==> config.mk <==
export PLATFORM = sky130hd
export DESIGN_NAME = fap_ram
export DESIGN_NICKNAME = d
export VERILOG_FILES = /design/src/rtl/fap_ram.sv
export SDC_FILE = /design/constraint.sdc
export NUM_CORES = 1
export LEC_CHECK = 0
export ABC_AREA = 1
export BUFFER_PORTS_ARGS = -buffer_cell sky130_fd_sc_hd__buf_2
export CAP_MARGIN = 15
export CORE_UTILIZATION = 60
export CTS_CLUSTER_DIAMETER = 60
export DETAILED_ROUTE_END_ITERATION = 10
export GPL_ROUTABILITY_DRIVEN = 1
export PLACE_DENSITY = 0.87
export SYNTH_ARGS = -nofsm -noshare
export SYNTH_HDL_FRONTEND = slang
export SYNTH_SLANG_ARGS = --single-unit
export TNS_END_PERCENT = 1
==> constraint.sdc <==
create_clock -name i_clk -period 2.6 [get_ports i_clk]
set_clock_uncertainty 0.15 [all_clocks]
set_input_delay 0.13 -clock i_clk [delete_from_list [all_inputs] [get_ports i_clk]]
set_output_delay 0.13 -clock i_clk [all_outputs]
set_load 0.005 [all_outputs]
==> src/rtl/fap_ram.sv <==
`timescale 1ns / 1ps
`default_nettype none
// ----------------------------------------------------------------------------
// fap_ram
// Generic single write port, single read port RAM with registered read data.
// ----------------------------------------------------------------------------
module fap_ram #(
    parameter int WIDTH = 8,
    parameter int DEPTH = 16
) (
    input  wire logic                     i_clk,
    input  wire logic                     i_we,
    input  wire logic [$clog2(DEPTH)-1:0] i_waddr,
    input  wire logic [WIDTH-1:0]         i_wdata,
    input  wire logic [$clog2(DEPTH)-1:0] i_raddr,
    output logic      [WIDTH-1:0]         o_rdata
);

    logic [WIDTH-1:0] r_mem [DEPTH];

    // Write and registered read
    always_ff @(posedge i_clk) begin
        if (i_we) begin
            r_mem[i_waddr] <= i_wdata;
        end
        o_rdata <= r_mem[i_raddr];
    end

endmodule
`default_nettype wire

### Word-level counts from Yosys, hierarchy flattened

Memories as Yosys holds them, arrays and structs flattened. A register that Yosys moved wholly into a read port is not among the register bits.
Index checks and enable logic that the tools add are counted.

| storage, ports and cells | value |
|---|---|
| bits in registers | 0 |
| memory bits (writable) | 128 |
| input bits | 18 |
| output and inout port bits | 8 |
| memories kept | 1 |

Memory list:

| name | depth | width | rd ports | clocked after memory_dff | write ports | line | text |
|---|---|---|---|---|---|---|---|
| r_mem | 16 | 8 | 1 | 1 | 1 | 19 | `logic [WIDTH-1:0] r_mem [DEPTH];` |

| operators by class | value |
|---|---|
| mux-type cells | 2 |

Operator list:

| cell | number |
|---|---|
| two-way mux 1 bit | 2 |

### Longest topological paths before layout

| depth | value |
|---|---|
| word-level depth | 2 |
| mapped depth | 8 |
| mapped depth without buffers | 7 |

### Worst setup path after synthesis

OpenSTA, ideal clock, no wires.

| timing path | value |
|---|---|
| kind | input to register |
| start | input port i_waddr[2] |
| end | memory r_mem[10][0], enable pin |
| setup time | 370 ps |
| arrival time | 711 ps |
| required time | 2080 ps |
| path slack | 1369 ps |
| stages on the path | 2 |
| path buffers | 0 |
| cell sequence | nand3b_1 > nor2_1 |

RTL lines:

| what | line | text |
|---|---|---|
| start: declaration | 13 | `input wire logic [$clog2(DEPTH)-1:0] i_waddr,` |
| end: declaration | 19 |  |

Straight into the memory's write port.

==> impl_metrics.py <==
metrics = {
    "outcome": {
        "run_status": "finished clean",
    },
    "pwr": {
        "vdd_drop_max_mv": 0.677,
        "seqPwrFrac_pct": 46.1,
        "internal_power_uw": 4210,
        "clock_power_share_pct": 48.0,
        "p_switching_uw": 1150,
        "netSwitchingFraction_pct": 21.4,
        "totalPowerFinal_uw": 5360,
        "proportion_of_power_drawn_by_combinational_gates_pct": 5.9,
        "p_leak_uw": 0.00289,
        "power_density_nw_per_um2": 800,
    },
    "yosys": {
        "yosysMostFrequentCell": "sky130_fd_sc_hd__nand2_1",
        "post_synth_num_cell_types": 12,
        "synthesis.yosys.warnings": 0,
        "async_reset_ff_share_pct": 0,
        "ys_dominant_reg_cell": "sky130_fd_sc_hd__edfxtp_1",
        "synth-edff-count": 128,
        "synth.net_count": 569,
        "post_synth_main_area_contributors": "sky130_fd_sc_hd__edfxtp_1 (67%), sky130_fd_sc_hd__nand2_1 (11%), sky130_fd_sc_hd__nand3_1 (8.4%)",
        "synth_area_per_cell_um2": 10.5,
        "yosys_register_bits": 136,
        "syn-instance-count": 551,
        "yosysSeqAreaShare_pct": 69.4,
        "netlist.area_leader.share_pct": 66.7,
        "yosys-top-cells-count": "sky130_fd_sc_hd__nand2_1 (173), sky130_fd_sc_hd__edfxtp_1 (128), sky130_fd_sc_hd__inv_1 (100)",
        "netlist.top_cell.by_area": "sky130_fd_sc_hd__edfxtp_1",
        "synth.cell_area_um2": 5770,
    },
    "sta": {
        "setup_viol_count_final": 0,
        "finalMaxSlewViolations": 0,
        "setup_tns_after_final_layout_ps": 0,
        "max_freq_mhz": 420,
        "period_share_pct": 91.7,
        "relSlewSlack_pct": 45.3,
        "fin_crit_ps": 2380,
        "final_hold_fails": 0,
        "tightest_slew_ps": 817,
        "rsz0062_at_grt": "no",
    },
    "worst_setup_path": {
        "crit_path_max_incr_delay_ps": 560,
        "worst_setup_path_start_kind": "primary input",
        "cp_cell_sequence": "dlygate4sd3_1, buf_2, clkinvlp_4, nand3_1, nand3_1, dlygate4sd3_1, nand2_1, dlygate4sd3_1",
        "worst_path_max_delay_cell": "sky130_fd_sc_hd__dlygate4sd3_1",
        "endpoint_kind": "flip-flop",
        "timing.critical_path.fanout_max": 17,
        "critical_path.most_common_cell": "sky130_fd_sc_hd__dlygate4sd3_1",
        "worst-setup-path-type": "in -> reg",
        "critPathArrivalTime_ps": 2700,
        "critPathRequiredTime_ps": 2910,
    },
    "clocking": {
        "cts_buffers": 17,
        "clk_latency_ps": 520,
        "cts.sink_count": 136,
        "clock_slew_at_reported_path_ffs_ps": 60,
        "root_buffer": "sky130_fd_sc_hd__clkbuf_8",
        "depth_of_the_cts_h_tree": 4,
        "cts-root-to-sink-buffers": 2,
        "cts_tree": "done",
    },
    "floorplanning": {
        "placeableCoreArea_um2": 9280,
        "fp.dieArea_um2": 10000,
        "io_pins": 26,
        "die_height_um": 100,
        "die_width_um": 100,
        "floorplan.initialDensity_pct": 62.1,
        "fp-row-count": 35,
    },
    "placed_design": {
        "post_dp_cell_area_um2": 5920,
        "place.gp.congestion": 0.871,
        "port-buffer-count": 25,
        "detailedPlacementHpwl_um": 7670,
    },
    "grt": {
        "antenna_found_initial": 0,
        "globalRouteTotalUtil_pct": 29.4,
        "grt_max_degree": 65,
        "grt_overflow_total": 0,
        "first_pass_grt_wire_length_um": 20700,
        "vias_in_the_first_global_route": 3885,
    },
    "finish": {
        "drive_above_1_share_pct": 10.9,
        "num-nets-final": 608,
        "post_layout_inst_area_um2": 6700,
        "num_antenna_cells": 0,
        "final_core_util_pct": 72.2,
        "flow.area_growth_from_synthesis_pct": 16.2,
    },
    "route": {
        "wire_per_inst_um": 18.5,
        "remaining_drc_errors": 0,
        "detail_route.first_pass.iterations": 6,
        "drt.antenna.violating_nets": 0,
        "drt-vias-per-instance": 5.61,
        "drt_iter0_drc": 542,
        "num_vias": 4103,
        "overall_routed_net_length_um": 13600,
    },
    "job": {
        "cap_violations": 0,
    },
    "min_path": {
        "timing.hold.worst.class": "in -> reg",
    },
}
layout make-up:
class,count,area [um2]
Multi-Input combinational cell,289,1210
Clock buffer,18,418
Sequential cell,136,4000
Tap cell,129,161
Timing Repair Buffer,44,298
Clock inverter,14,221
Fill cell,609,2580
Inverter,102,387
worst max-delay path: cells and delay by family:
| family | cells | cell delay (ps) |
|---|---|---|
| and+or+nand+nor | 3 | 310 |
| buffers and inverters | 5 | 2250 |
cell usage in the layout, fill, tap and decap left out:
cell type,Yosys,final
sky130_fd_sc_hd__clkinv_4,0,2
sky130_fd_sc_hd__clkinvlp_4,0,4
sky130_fd_sc_hd__nor2_1,17,17
sky130_fd_sc_hd__nand3_1,97,97
sky130_fd_sc_hd__dfxtp_1,8,8
sky130_fd_sc_hd__nand3b_1,2,2
sky130_fd_sc_hd__bufinv_16,0,5
sky130_fd_sc_hd__nand2_1,173,173
sky130_fd_sc_hd__buf_2,13,25
sky130_fd_sc_hd__clkbuf_8,0,1
sky130_fd_sc_hd__inv_2,2,2
sky130_fd_sc_hd__inv_6,0,3
sky130_fd_sc_hd__clkbuf_1,0,1
sky130_fd_sc_hd__clkbuf_16,0,16
sky130_fd_sc_hd__inv_1,100,99
sky130_fd_sc_hd__buf_4,4,7
sky130_fd_sc_hd__clkinv_2,0,1
sky130_fd_sc_hd__dlygate4sd3_1,0,12
sky130_fd_sc_hd__edfxtp_1,128,128
routing by layer:
layer / track usage (%) / vias up / wire length, um
met3: 7.38 / 57 / 1380
met5: 0 / - / 0
met2: 47.4 / 321 / 6520
met1: 37.2 / 1872 / 5030
met4: 15.5 / 0 / 643
li1: - / 1853 / -
logic make-up after synthesis:
group                  Yosys count  share of synthesized area (%)
AND/OR/NAND/NOR                289                           21.0
flip-flops                     136                           69.4
buffers and inverters          126                           9.52
power by group through the flow:
stage | combinational (uW) | clock [uW] | sequential (uW)
2_1_floorplan | 173 | 0 | 2510
3_3_place_gp | 270 | 0 | 2510
3_5_place_dp | 278 | 0 | 2520
4_1_cts | 303 | 2580 | 2470
5_1_grt | 342 | 2690 | 2470
6_report | 316 | 2570 | 2470
flip-flops by register name (all words and copies together) (netlist names):
signal / flops
r_mem: 128
o_rdata: 8
through the flow:
stage                     hold slack, ps  std cells  worst slack (ps)
after floorplan                     78.9        551              1370
after global placement               350        685               809
after global routing                95.8        732               140
after CTS                           46.1        729               141
final                               58.6        732               217
after detailed placement             348        685               811
what timing repair did:
item                                   in CTS  in global routing
hold buffers                               12                  0
setup buffers                               0                  3
setup endpoints to repair                   0                  1
resized for setup                           0                  1
endpoints found under the hold margin     136                  0
worst paths after layout:
check	start	to	slack (ps)	depth (start not counted)
min reg2reg	r_mem[0][4]$_DFFE_PP_	o_rdata[4]$_DFF_P_	540	6
max	i_raddr[2]	o_rdata[6]$_DFF_P_	220	8
min	i_we	r_mem[2][4]$_DFFE_PP_	60	3
max reg2reg	r_mem[10][6]$_DFFE_PP_	o_rdata[6]$_DFF_P_	350	8
Power figures use the tool's default switching activity.
