--- src/rtl/fap_pkg.sv ---
`timescale 1ns / 1ps
`default_nettype none
// ----------------------------------------------------------------------------
// fap_pkg
// Shared types and constants of the page frame allocator: command and status
// codes, sequencer states and the command and result structs.
// ----------------------------------------------------------------------------
package fap_pkg;

    localparam int ADDR_W         = 48;
    localparam int REF_W          = 8;
    localparam int CFG_IDX_W      = 2;
    localparam int NUM_FRAMES_DEF = 4096;

    localparam logic [REF_W-1:0] REF_MAX = {REF_W{1'b1}};

    typedef enum logic [1:0] {
        CMD_LOAD  = 2'd0,
        CMD_ALLOC = 2'd1,
        CMD_REL   = 2'd2,
        CMD_INC   = 2'd3
    } t_cmd;

    typedef enum logic [2:0] {
        ST_OK        = 3'd0,
        ST_OOM       = 3'd1,
        ST_HEAD_BUSY = 3'd2,
        ST_INVALID   = 3'd3,
        ST_UNALLOC   = 3'd4,
        ST_FULL      = 3'd5,
        ST_OVERFLOW  = 3'd6
    } t_status;

    typedef enum logic [1:0] {
        CFG_RES_LOW  = 2'd0,
        CFG_RES_HIGH = 2'd1
    } t_cfg_reg;

    typedef enum logic [2:0] {
        S_IDLE,
        S_DISPATCH,
        S_LINK,
        S_ALLOC,
        S_SEARCH
    } t_state;

    typedef struct packed {
        t_cmd              cmd;
        logic [ADDR_W-1:0] page_addr;
    } t_cmd_item;

    typedef struct packed {
        logic [ADDR_W-1:0] result_addr;
        t_status           status;
        logic [REF_W-1:0]  ref_count;
    } t_result;

endpackage
`default_nettype wire

--- src/rtl/fap_window.sv ---
`timescale 1ns / 1ps
`default_nettype none
// ----------------------------------------------------------------------------
// fap_window
// Reserved window registers and the window membership check.
// ----------------------------------------------------------------------------
module fap_window (
    input  wire logic                          i_clk,
    input  wire logic                          i_rst_n,
    input  wire logic                          i_cfg_valid,
    input  wire logic [fap_pkg::CFG_IDX_W-1:0] i_cfg_index,
    input  wire logic [fap_pkg::ADDR_W-1:0]    i_cfg_data,
    input  wire logic [fap_pkg::ADDR_W-1:0]    i_addr,
    output logic                               o_in_window
);

    logic [fap_pkg::ADDR_W-1:0] r_low;
    logic [fap_pkg::ADDR_W-1:0] r_high;

    // Take register transfers; unknown indexes are dropped
    always_ff @(posedge i_clk) begin
        if (!i_rst_n) begin
            r_low  <= '0;
            r_high <= '0;
        end else if (i_cfg_valid) begin
            if (i_cfg_index == fap_pkg::CFG_RES_LOW) begin
                r_low <= i_cfg_data;
            end
            if (i_cfg_index == fap_pkg::CFG_RES_HIGH) begin
                r_high <= i_cfg_data;
            end
        end
    end

    // Half-open window check
    assign o_in_window = (i_addr >= r_low) && (i_addr < r_high);

endmodule
`default_nettype wire

--- config.mk ---
export PLATFORM = sky130hd
export DESIGN_NAME = fap_window
export DESIGN_NICKNAME = d
export VERILOG_FILES = /design/src/rtl/fap_pkg.sv /design/src/rtl/fap_window.sv
export SDC_FILE = /design/constraint.sdc
export NUM_CORES = 1
export LEC_CHECK = 0
export ABC_AREA = 1
export BUFFER_PORTS_ARGS = -buffer_cell sky130_fd_sc_hd__clkbuf_2
export CAP_MARGIN = 20
export CORE_MARGIN = 1.5
export CORE_UTILIZATION = 40
export CTS_CLUSTER_SIZE = 28
export DETAILED_ROUTE_END_ITERATION = 10
export PLACE_DENSITY = 0.68
export SYNTH_ARGS = -nofsm -noshare
export SYNTH_HDL_FRONTEND = slang
export SYNTH_SLANG_ARGS = --single-unit
--- constraint.sdc ---
create_clock -name i_clk -period 2.7 [get_ports i_clk]
set_input_delay 0.54 -clock i_clk [delete_from_list [all_inputs] [get_ports i_clk]]
set_output_delay 0.54 -clock i_clk [all_outputs]
set_load 0.1 [all_outputs]
== After elaboration in Yosys (flattened, before gate mapping) ==
Cells that the tools add are included.

* Flip-flop bits (word level): 96
* Bits of input ports: 101
* Output and inout port bits: 1
* Word-level logic and storage cells: 9

* $lt $le $gt $ge: 2
* Eq/ne operators: 1
* Reductions and logical operators: 4

{| class="wikitable"
|+ Operator list
! kind !! count
|-
| 48-bit greater-or-equal comparator || 1
|-
| 48-bit < comparator || 1
|-
| 2-bit AND reduction || 2
|-
| 2-bit by 1-bit equality test with 1-bit output (second input constant) || 1
|-
| 2-bit logical NOT || 1
|-
| 1-bit logical AND || 1
|}

== Longest topological paths before layout ==
Gate-level depths: netlist of run 1.

* Depth in word-level cells: 2
* Mapped depth: 15
* Gate-level depth less buffers: 15

== Worst setup path after synthesis of run 1 ==
No wires, ideal clock.

* Path kind: input to output
* Start: input i_addr[46] in the netlist's numbering
* End: output o_in_window
* Arrival time: 2207 ps
* Slack: -47 ps
* Stages on the path: 11
* Path buffers: 0
* Cells stage by stage: ha_1 > nand4_2 > nor2_2 > nand2_2 > nor2_2 > nand2_1 > nand2_1 > nor2_1 > nand2_1 > inv_1 > nor2_2

* Longest elaborated chain between the ends: 2
* Elaborated cells on any way between the ends: 3
* Those cells by class: order compare (2); reduce/logical (1)

{| class="wikitable"
|+ Ends and longest elaborated chain
! item !! line !! RTL
|-
| from (decl) || fap_window.sv:13 || <nowiki>input wire logic [fap_pkg::ADDR_W-1:0] i_addr,</nowiki>
|-
| 48-bit greater-or-equal comparator or 48-bit < comparator (tied branches) || fap_window.sv:36 || <nowiki>assign o_in_window = (i_addr >= r_low) && (i_addr < r_high);</nowiki>
|-
| 1-bit logical AND (*) || fap_window.sv:36 ||
|-
| to (decl) || fap_window.sv:14 || <nowiki>output logic o_in_window</nowiki>
|}

Every way passes the cells marked *; elsewhere a longest branch is shown, timed or not.

== Worst setup path after layout of run 1 ==
* Start: register r_low[35] in the netlist's numbering
* End: output o_in_window

* Longest elaborated chain between the ends: 2

{| class="wikitable"
|+ Ends and longest elaborated chain
! item !! line !! RTL
|-
| from (decl) || fap_window.sv:17 || <nowiki>logic [fap_pkg::ADDR_W-1:0] r_low;</nowiki>
|-
| from (signal assigned) || fap_window.sv:27 || <nowiki>r_low <= i_cfg_data;</nowiki>
|-
| 48-bit greater-or-equal comparator || fap_window.sv:36 ||
|-
| 1-bit logical AND || fap_window.sv:36 ||
|}

Every way passes these cells.

==> results of run 1 <==
## metal layers
layer	wire length, um	vias to the layer above	GRT usage, %
met3	409	19	3.09
li1	-	2660	-
met5	0	-	0
met1	6180	2149	22.1
met4	332	0	7.99
met2	5800	73	28.1
## report_power, final
group	leakage [nW]	internal (mW)	switching (mW)	total [mW]
Sequential	0.789	1.49	0.0186	1.51
Combinational	2.11	0.293	0.399	0.692
Clock	0.148	0.812	0.586	1.40
## layout by cell type, fill, tap and decap left out, types with 2 or more instances in the layout
| cell type | n |
|---|---|
| nor2_4 | 4 |
| nand3_1 | 6 |
| o21ai_1 | 17 |
| a21oi_2 | 9 |
| inv_1 | 117 |
| a21o_1 | 5 |
| nor2_1 | 24 |
| nand2_2 | 7 |
| nor2_2 | 5 |
| o21ai_0 | 84 |
| clkinvlp_4 | 3 |
| ha_4 | 14 |
| a21oi_1 | 123 |
| o21ai_2 | 2 |
| ha_1 | 81 |
| dfxtp_1 | 88 |
| clkbuf_2 | 100 |
| bufinv_16 | 2 |
| nand2_1 | 102 |
| nand4_1 | 8 |
| inv_2 | 12 |
| clkbuf_16 | 9 |
| nand4_2 | 2 |
| nor3_1 | 2 |
| dfxtp_2 | 8 |
| buf_12 | 5 |
## worst max-delay path by stage
stage                     startpoint           to  slack (ps)  cells past startpoint
after global routing       r_low[35]  o_in_window         -20                     13
after floorplan           i_addr[23]  o_in_window         240                      9
after CTS                 r_high[43]  o_in_window          50                     14
after detailed placement  i_addr[47]  o_in_window         120                     10
after global placement    i_addr[43]  o_in_window         140                     14
final                      r_low[35]  o_in_window         110                     13
## worst reg2reg max path, cell delays in order (launching register included)
cell,delay (ps)
dfxtp_2,320
inv_2,40
buf_4,120
a21oi_1,100
## what timing repair did
item	4_1_cts	5_1_grt
endpoints found under the setup margin	0	1
buffers inserted	0	1
gates resized for setup	0	39
## area by class of cell
type	count	area [um^2]	share of cell area (%)
flip-flops and latches	96	1930	27.9
clock buffers	9	225	3.26
clock inverters	7	96.3	1.39
repair buffers	106	608	8.79
well taps	180	225	3.26
multi-input cells	498	3350	48.4
inverters	129	484	7.00
## registers in the layout, indices dropped and copies added, names as in the netlist
register,flops
r_low,48
r_high,48
## per-stage QoR
step / cell area [um^2] / cells / power, mW
after global routing: 6920 / 1025 / 3.83
final: 6920 / 1025 / 3.60
after global placement: 6370 / 1008 / 2.18
after detailed placement: 6370 / 1008 / 2.20
after CTS: 6700 / 1024 / 3.60
after floorplan: 5760 / 753 / 1.98
## kinds of logic after synthesis
family / count (synthesis) / share of synthesized area [%]
flops: 96 / 33.4
simple gates: 162 / 12.1
fa+ha+maj: 95 / 20.7
compound gates: 241 / 21.8
buf+inv: 159 / 12.0
==> impl_results.md, run 1 <==
- Die height: 123 um
- First-pass GRT wire length: 20300 um
- Antenna fix cells: 0
- Yosys cell types: 26
- Arr. time, crit path: between 2000 and 2500 ps
- DRT iter0 DRCs: about 220
- Mean Syn Cell Area: 7.64 um^2
- RR Endpoint: r_low[34]
- Critical path data required time: 2160 ps
- Pre-CTS setup slack: 124 ps
- CTS H-Tree Depth: 3
- Family with the most delay on the worst path: simple AND/OR/NAND/NOR gates
- Synth area leader: dfxtp_1
- RSZ-0062 raised after global routing: true
- VDD IR max: 0.000286 V
- Yosys top cell area share: between 30 and 40%
- GRT overflow: 0
- Layout cells sized above 1: ~22%
- Min-Delay Path Class: input pin to flip-flop
- Critical path start-end classification: flip-flop to output port
- Setup TNS: 0 ps
- Largest net degree at the start of global routing: 97
- Ports: 102
- Post-layout util: approximately half
- Worst setup margin: 105 ps
- Core area: 0.0139 mm^2
- Final Cycle Share: 96.1%
- Ys Warns: 0
- Vias in the first global route: approximately 4500
- Worst r2r path cells: 3
- Hold Violations, Final: 0
- CTS Sinks: 96
- Register area share after synthesis: 33.4%
- Synth async-reset ratio: 0%
- Worst Tran Pin Value: between 400 and 500 ps
- CP cell instances: inv_2 > ha_4 > nand4_1 > nor2_4 > nand2_2 > nor2_2 > nand2_1 > nand2_1 > nor2_1 > nand2_1 > inv_2 > nor2_4 > buf_12
- Worst setup EP type: output port
- Remaining DRCs: 0
- GR Util All Layers: 17.2%
- Max-slew headroom: 69.2%
- Most frequent CP cell: nand2_1
- Clk slew on worst S/H paths: 70 ps
- Post-synth EDFFs: 0
- Register bit count reported by yosys: 96
- Largest buffer count on any clock path: 2
- Total leakage power: between 3 and 4 nW
- Dominant cells by area after synthesis: dfxtp_1 (33%), ha_1 (21%), a21oi_1 (11%), inv_1 (8.2%), o21ai_0 (7.3%)
- Worst hold start: i_cfg_data[0]
- Syn-to-layout area delta: 20.3%
- Starting density of the core: roughly two fifths
- CP max stage delay: approximately 330 ps
- Placement Rows: 43
- Hold EP: r_high[0]
- FMAX: 385 MHz
- First-pass DRT Iterations: 4
- Nets: 1036
- # setup viols final: 0
- Max Cap Viol: 0
- WL final: 12700 um
- Dpl hpwl: 9260 um
- IO Port Bufs: 101
- Power Dens Cells: 520 mW/mm^2
- Outcome: finished clean
- Post-Synthesis Cells: 753
- Routed via count: 4901
- Routability Congestion: 0.806
- Final min period: ~2600 ps
- Count leader, synth: inv_1
- Slowest-stage cell, CP: dfxtp_2
- R2r startpoint: r_low[34]
- Fin Hold WS: ~440 ps
- R2R setup slack: 2050 ps
- Hold buffers post-CTS: 0
- DIE AREA: 0.0151 mm^2
- Setup Skew: 0 ps
- Most used DFF post-synth: dfxtp_1
- Clock buffer count from CTS: 9
- Antenna violations before repair: 0
- Post-synth net total: 949
- Root buf cell: clkbuf_16
- Post-synth design cell area: 0.00575 mm^2
- Avg Vias per Cell: roughly 4.8
- Commonest cells post-synth: inv_1 (126), a21oi_1 (125), nand2_1 (104)
- Fill count: roughly 1400
- Die X: 123 um
- Routed Antenna Nets: 0
- CTS tree: done
- Critical path buffers and inverters: 3
- Worst-path fanout max: 3
- Worst-Skew Late Latency: 350 ps
- DR WL/cell: 12.4 um
- Setup crit start kind: flip-flop
- Hold Crit Depth: 3
- Pins Over Slew Limit: 0
No activity file was read; power rests on OpenSTA's default activity.
==> inputs of run 2 (changes only) <==
CORE_UTILIZATION = 30   (was 40)
GPL_ROUTABILITY_DRIVEN = 0   (was not set)
PLACE_DENSITY = 0.56   (was 0.68)
==> impl_results.md, run 2 (same netlist as run 1, synthesis figures left out) <==
- Outcome: finished clean (unchanged)
- CTS H-Tree Depth: 3 (unchanged)
- Core area: 0.0188 mm^2 (was 0.0139 mm^2)
- Slowest-stage cell, CP: dfxtp_2 (unchanged)
- R2r startpoint: r_high[0] (was r_low[34])
- Ports: 102 (unchanged)
- Placement Rows: 50 (was 43)
- First-pass GRT wire length: 21400 um (was 20300 um)
- Min-Delay Path Class: input pin to flip-flop (unchanged)
- Family with the most delay on the worst path: simple AND/OR/NAND/NOR gates (unchanged)
- Pins Over Slew Limit: 0 (unchanged)
- Worst Tran Pin Value: 417 ps (was 461 ps)
- Die X: 141 um (was 123 um)
- Worst r2r path cells: 2 (was 3)
- Hold Violations, Final: 0 (unchanged)
- CTS tree: done (unchanged)
- Clock buffer count from CTS: 9 (unchanged)
- R2R setup slack: 2080 ps (was 2050 ps)
- Power Dens Cells: 532 mW/mm^2 (was 520 mW/mm^2)
- Antenna violations before repair: 0 (unchanged)
- DIE AREA: 0.0200 mm^2 (was 0.0151 mm^2)
- Clk slew on worst S/H paths: 70 ps (about the same)
- CTS Sinks: 96 (unchanged)
- GRT overflow: 0 (unchanged)
- Setup crit start kind: flip-flop (unchanged)
- Routed length on met3: 481 um (was 409 um)
- Arr. time, crit path: 2050 ps (about the same)
- GR Util All Layers: 13.6% (was 17.2%)
- # setup viols final: 0 (unchanged)
- RSZ-0062 raised after global routing: true (unchanged)
- Worst-path fanout max: 3 (unchanged)
- Largest buffer count on any clock path: 2 (unchanged)
- Commonest non-fill, non-tap cells in the layout: a21oi_1 (121), inv_1 (118), nand2_1 (100), clkbuf_2 (100), dfxtp_1 (91) (was a21oi_1 (123), inv_1 (117), nand2_1 (102))
- Layout cells sized above 1: 22.8% (was 21.9%)
- WL met2: 6190 um (was 5800 um)
- DRT iter0 DRCs: 147 (was 224)
- Biggest regs: r_high: 48 flops, r_low: 48 flops (unchanged)
- Largest net degree at the start of global routing: 97 (unchanged)
- RR Endpoint: r_high[0] (was r_low[34])
- Hold buffers post-CTS: 0 (unchanged)
- CP max stage delay: 320 ps (was 330 ps)
- Final min period: 2590 ps (about the same)
- Pre-CTS setup slack: 162 ps (was 124 ps)
- Max-slew headroom: 72.2% (was 69.2%)
- Critical path buffers and inverters: 3 (unchanged)
- Worst setup margin: 106 ps (was 105 ps)
- Final Cycle Share: 96.1% (about the same)
- Critical path data required time: 2160 ps (about the same)
- Setup Skew: 0 ps (unchanged)
- Worst hold start: i_cfg_data[0] (unchanged)
- FMAX: 385 MHz (about the same)
- First-pass DRT Iterations: 4 (unchanged)
- CP Launch Point: r_low[42] (was r_low[35])
- WL final: 13500 um (was 12700 um)
- Worst-Skew Late Latency: 340 ps (was 350 ps)
- Max Cap Viol: 0 (unchanged)
- Placed Instance Area: 0.00644 mm^2 (was 0.00637 mm^2)
- Total leakage power: 3.11 nW (was 3.05 nW)
- Worst setup EP type: output port (unchanged)
- VDD IR max: 0.000309 V (was 0.000286 V)
- CP cell instances: inv_2 > ha_4 > nand4_1 > nor2_4 > nand2_4 > nor3_1 > nand2_1 > nand2_1 > inv_1 > nor2_4 > buf_12 (was inv_2 > ha_4 > nand4_1 > nor2_4 > nand2_2 > nor2_2 > nand2_1 > nand2_1 > nor2_1 > nand2_1 > inv_2 > nor2_4 > buf_12)
- DR WL/cell: 12.5 um (was 12.4 um)
- Root buf cell: clkbuf_16 (unchanged)
- DR top layer: met4 (unchanged)
- Avg Vias per Cell: 4.50 (was 4.78)
- Syn-to-layout area delta: 23.3% (was 20.3%)
- Post-layout util: 37.8% (was 49.6%)
- Hold Crit Depth: 3 (unchanged)
- Wl on met1: 6600 um (was 6180 um)
- Antenna fix cells: 0 (unchanged)
- IO Port Bufs: 101 (unchanged)
- Vias in the first global route: 4468 (was 4481)
- Dpl hpwl: 9970 um (was 9260 um)
- Hold EP: r_high[0] (unchanged)
- Nets: 1037 (was 1036)
- Remaining DRCs: 0 (unchanged)
- Die height: 141 um (was 123 um)
- Routed via count: 4863 (was 4901)
- Critical path start-end classification: flip-flop to output port (unchanged)
- Routed Antenna Nets: 0 (unchanged)
- Starting density of the core: 30.6% (was 41.3%)
- Most common cell after layout, fill and taps aside: a21oi_1 (unchanged)
- Final Cell Area: 0.00709 mm^2 (was 0.00692 mm^2)
[run 2: worst max-delay path by stage]
stage / end / slack (ps) / cells after the start
after CTS: o_in_window / 60 / 14
final: o_in_window / 110 / 11
after global placement: o_in_window / 170 / 10
after floorplan: o_in_window / 240 / 9
after global routing: o_in_window / -60 / 13
after detailed placement: o_in_window / 160 / 13
[run 2: tightest hold or removal path, cell delays in order]
cell and delay (ps):
clkbuf_2 90, nor2_1 40, nor2_1 80
[run 2: layout make-up]
| cell class | count | area [um^2] |
|---|---|---|
| repair buffers | 107 | 616 |
| fillers | 1959 | 11700 |
| well taps | 234 | 293 |
| multi-input cells | 498 | 3400 |
| flip-flops and latches | 96 | 1930 |
| inverters | 129 | 484 |
| clock inverters | 4 | 98.8 |
| clock buffers | 12 | 267 |
[run 2: routing by layer]
| layer | track usage, % | vias up |
|---|---|---|
| met3 | 2.23 | 14 |
| met4 | 5.43 | 0 |
| li1 | - | 2657 |
| met5 | 0 | - |
| met1 | 18.2 | 2119 |
| met2 | 22.0 | 73 |
[run 2: what timing repair did]
action                                  in CTS  in global routing
buffers inserted                             0                  2
endpoints found under the setup margin       0                  1
resized for setup                            0                 50
[run 2: power breakdown]
part           internal (mW)  switching (mW)  leakage [nW]
Sequential              1.49          0.0180         0.788
Clock                  0.984           0.570         0.179
Combinational          0.298           0.411          2.14
Total                   2.77           0.998          3.11
[run 2: metrics by stage]
step	hold slack [ps]	setup TNS (ps)	cells	power, mW
after floorplan	433	0	753	1.98
after global placement	446	0	1062	2.19
after global routing	457	-55.5	1080	4.00
final	440	0	1080	3.77
after detailed placement	450	0	1062	2.20
after CTS	426	0	1078	3.78
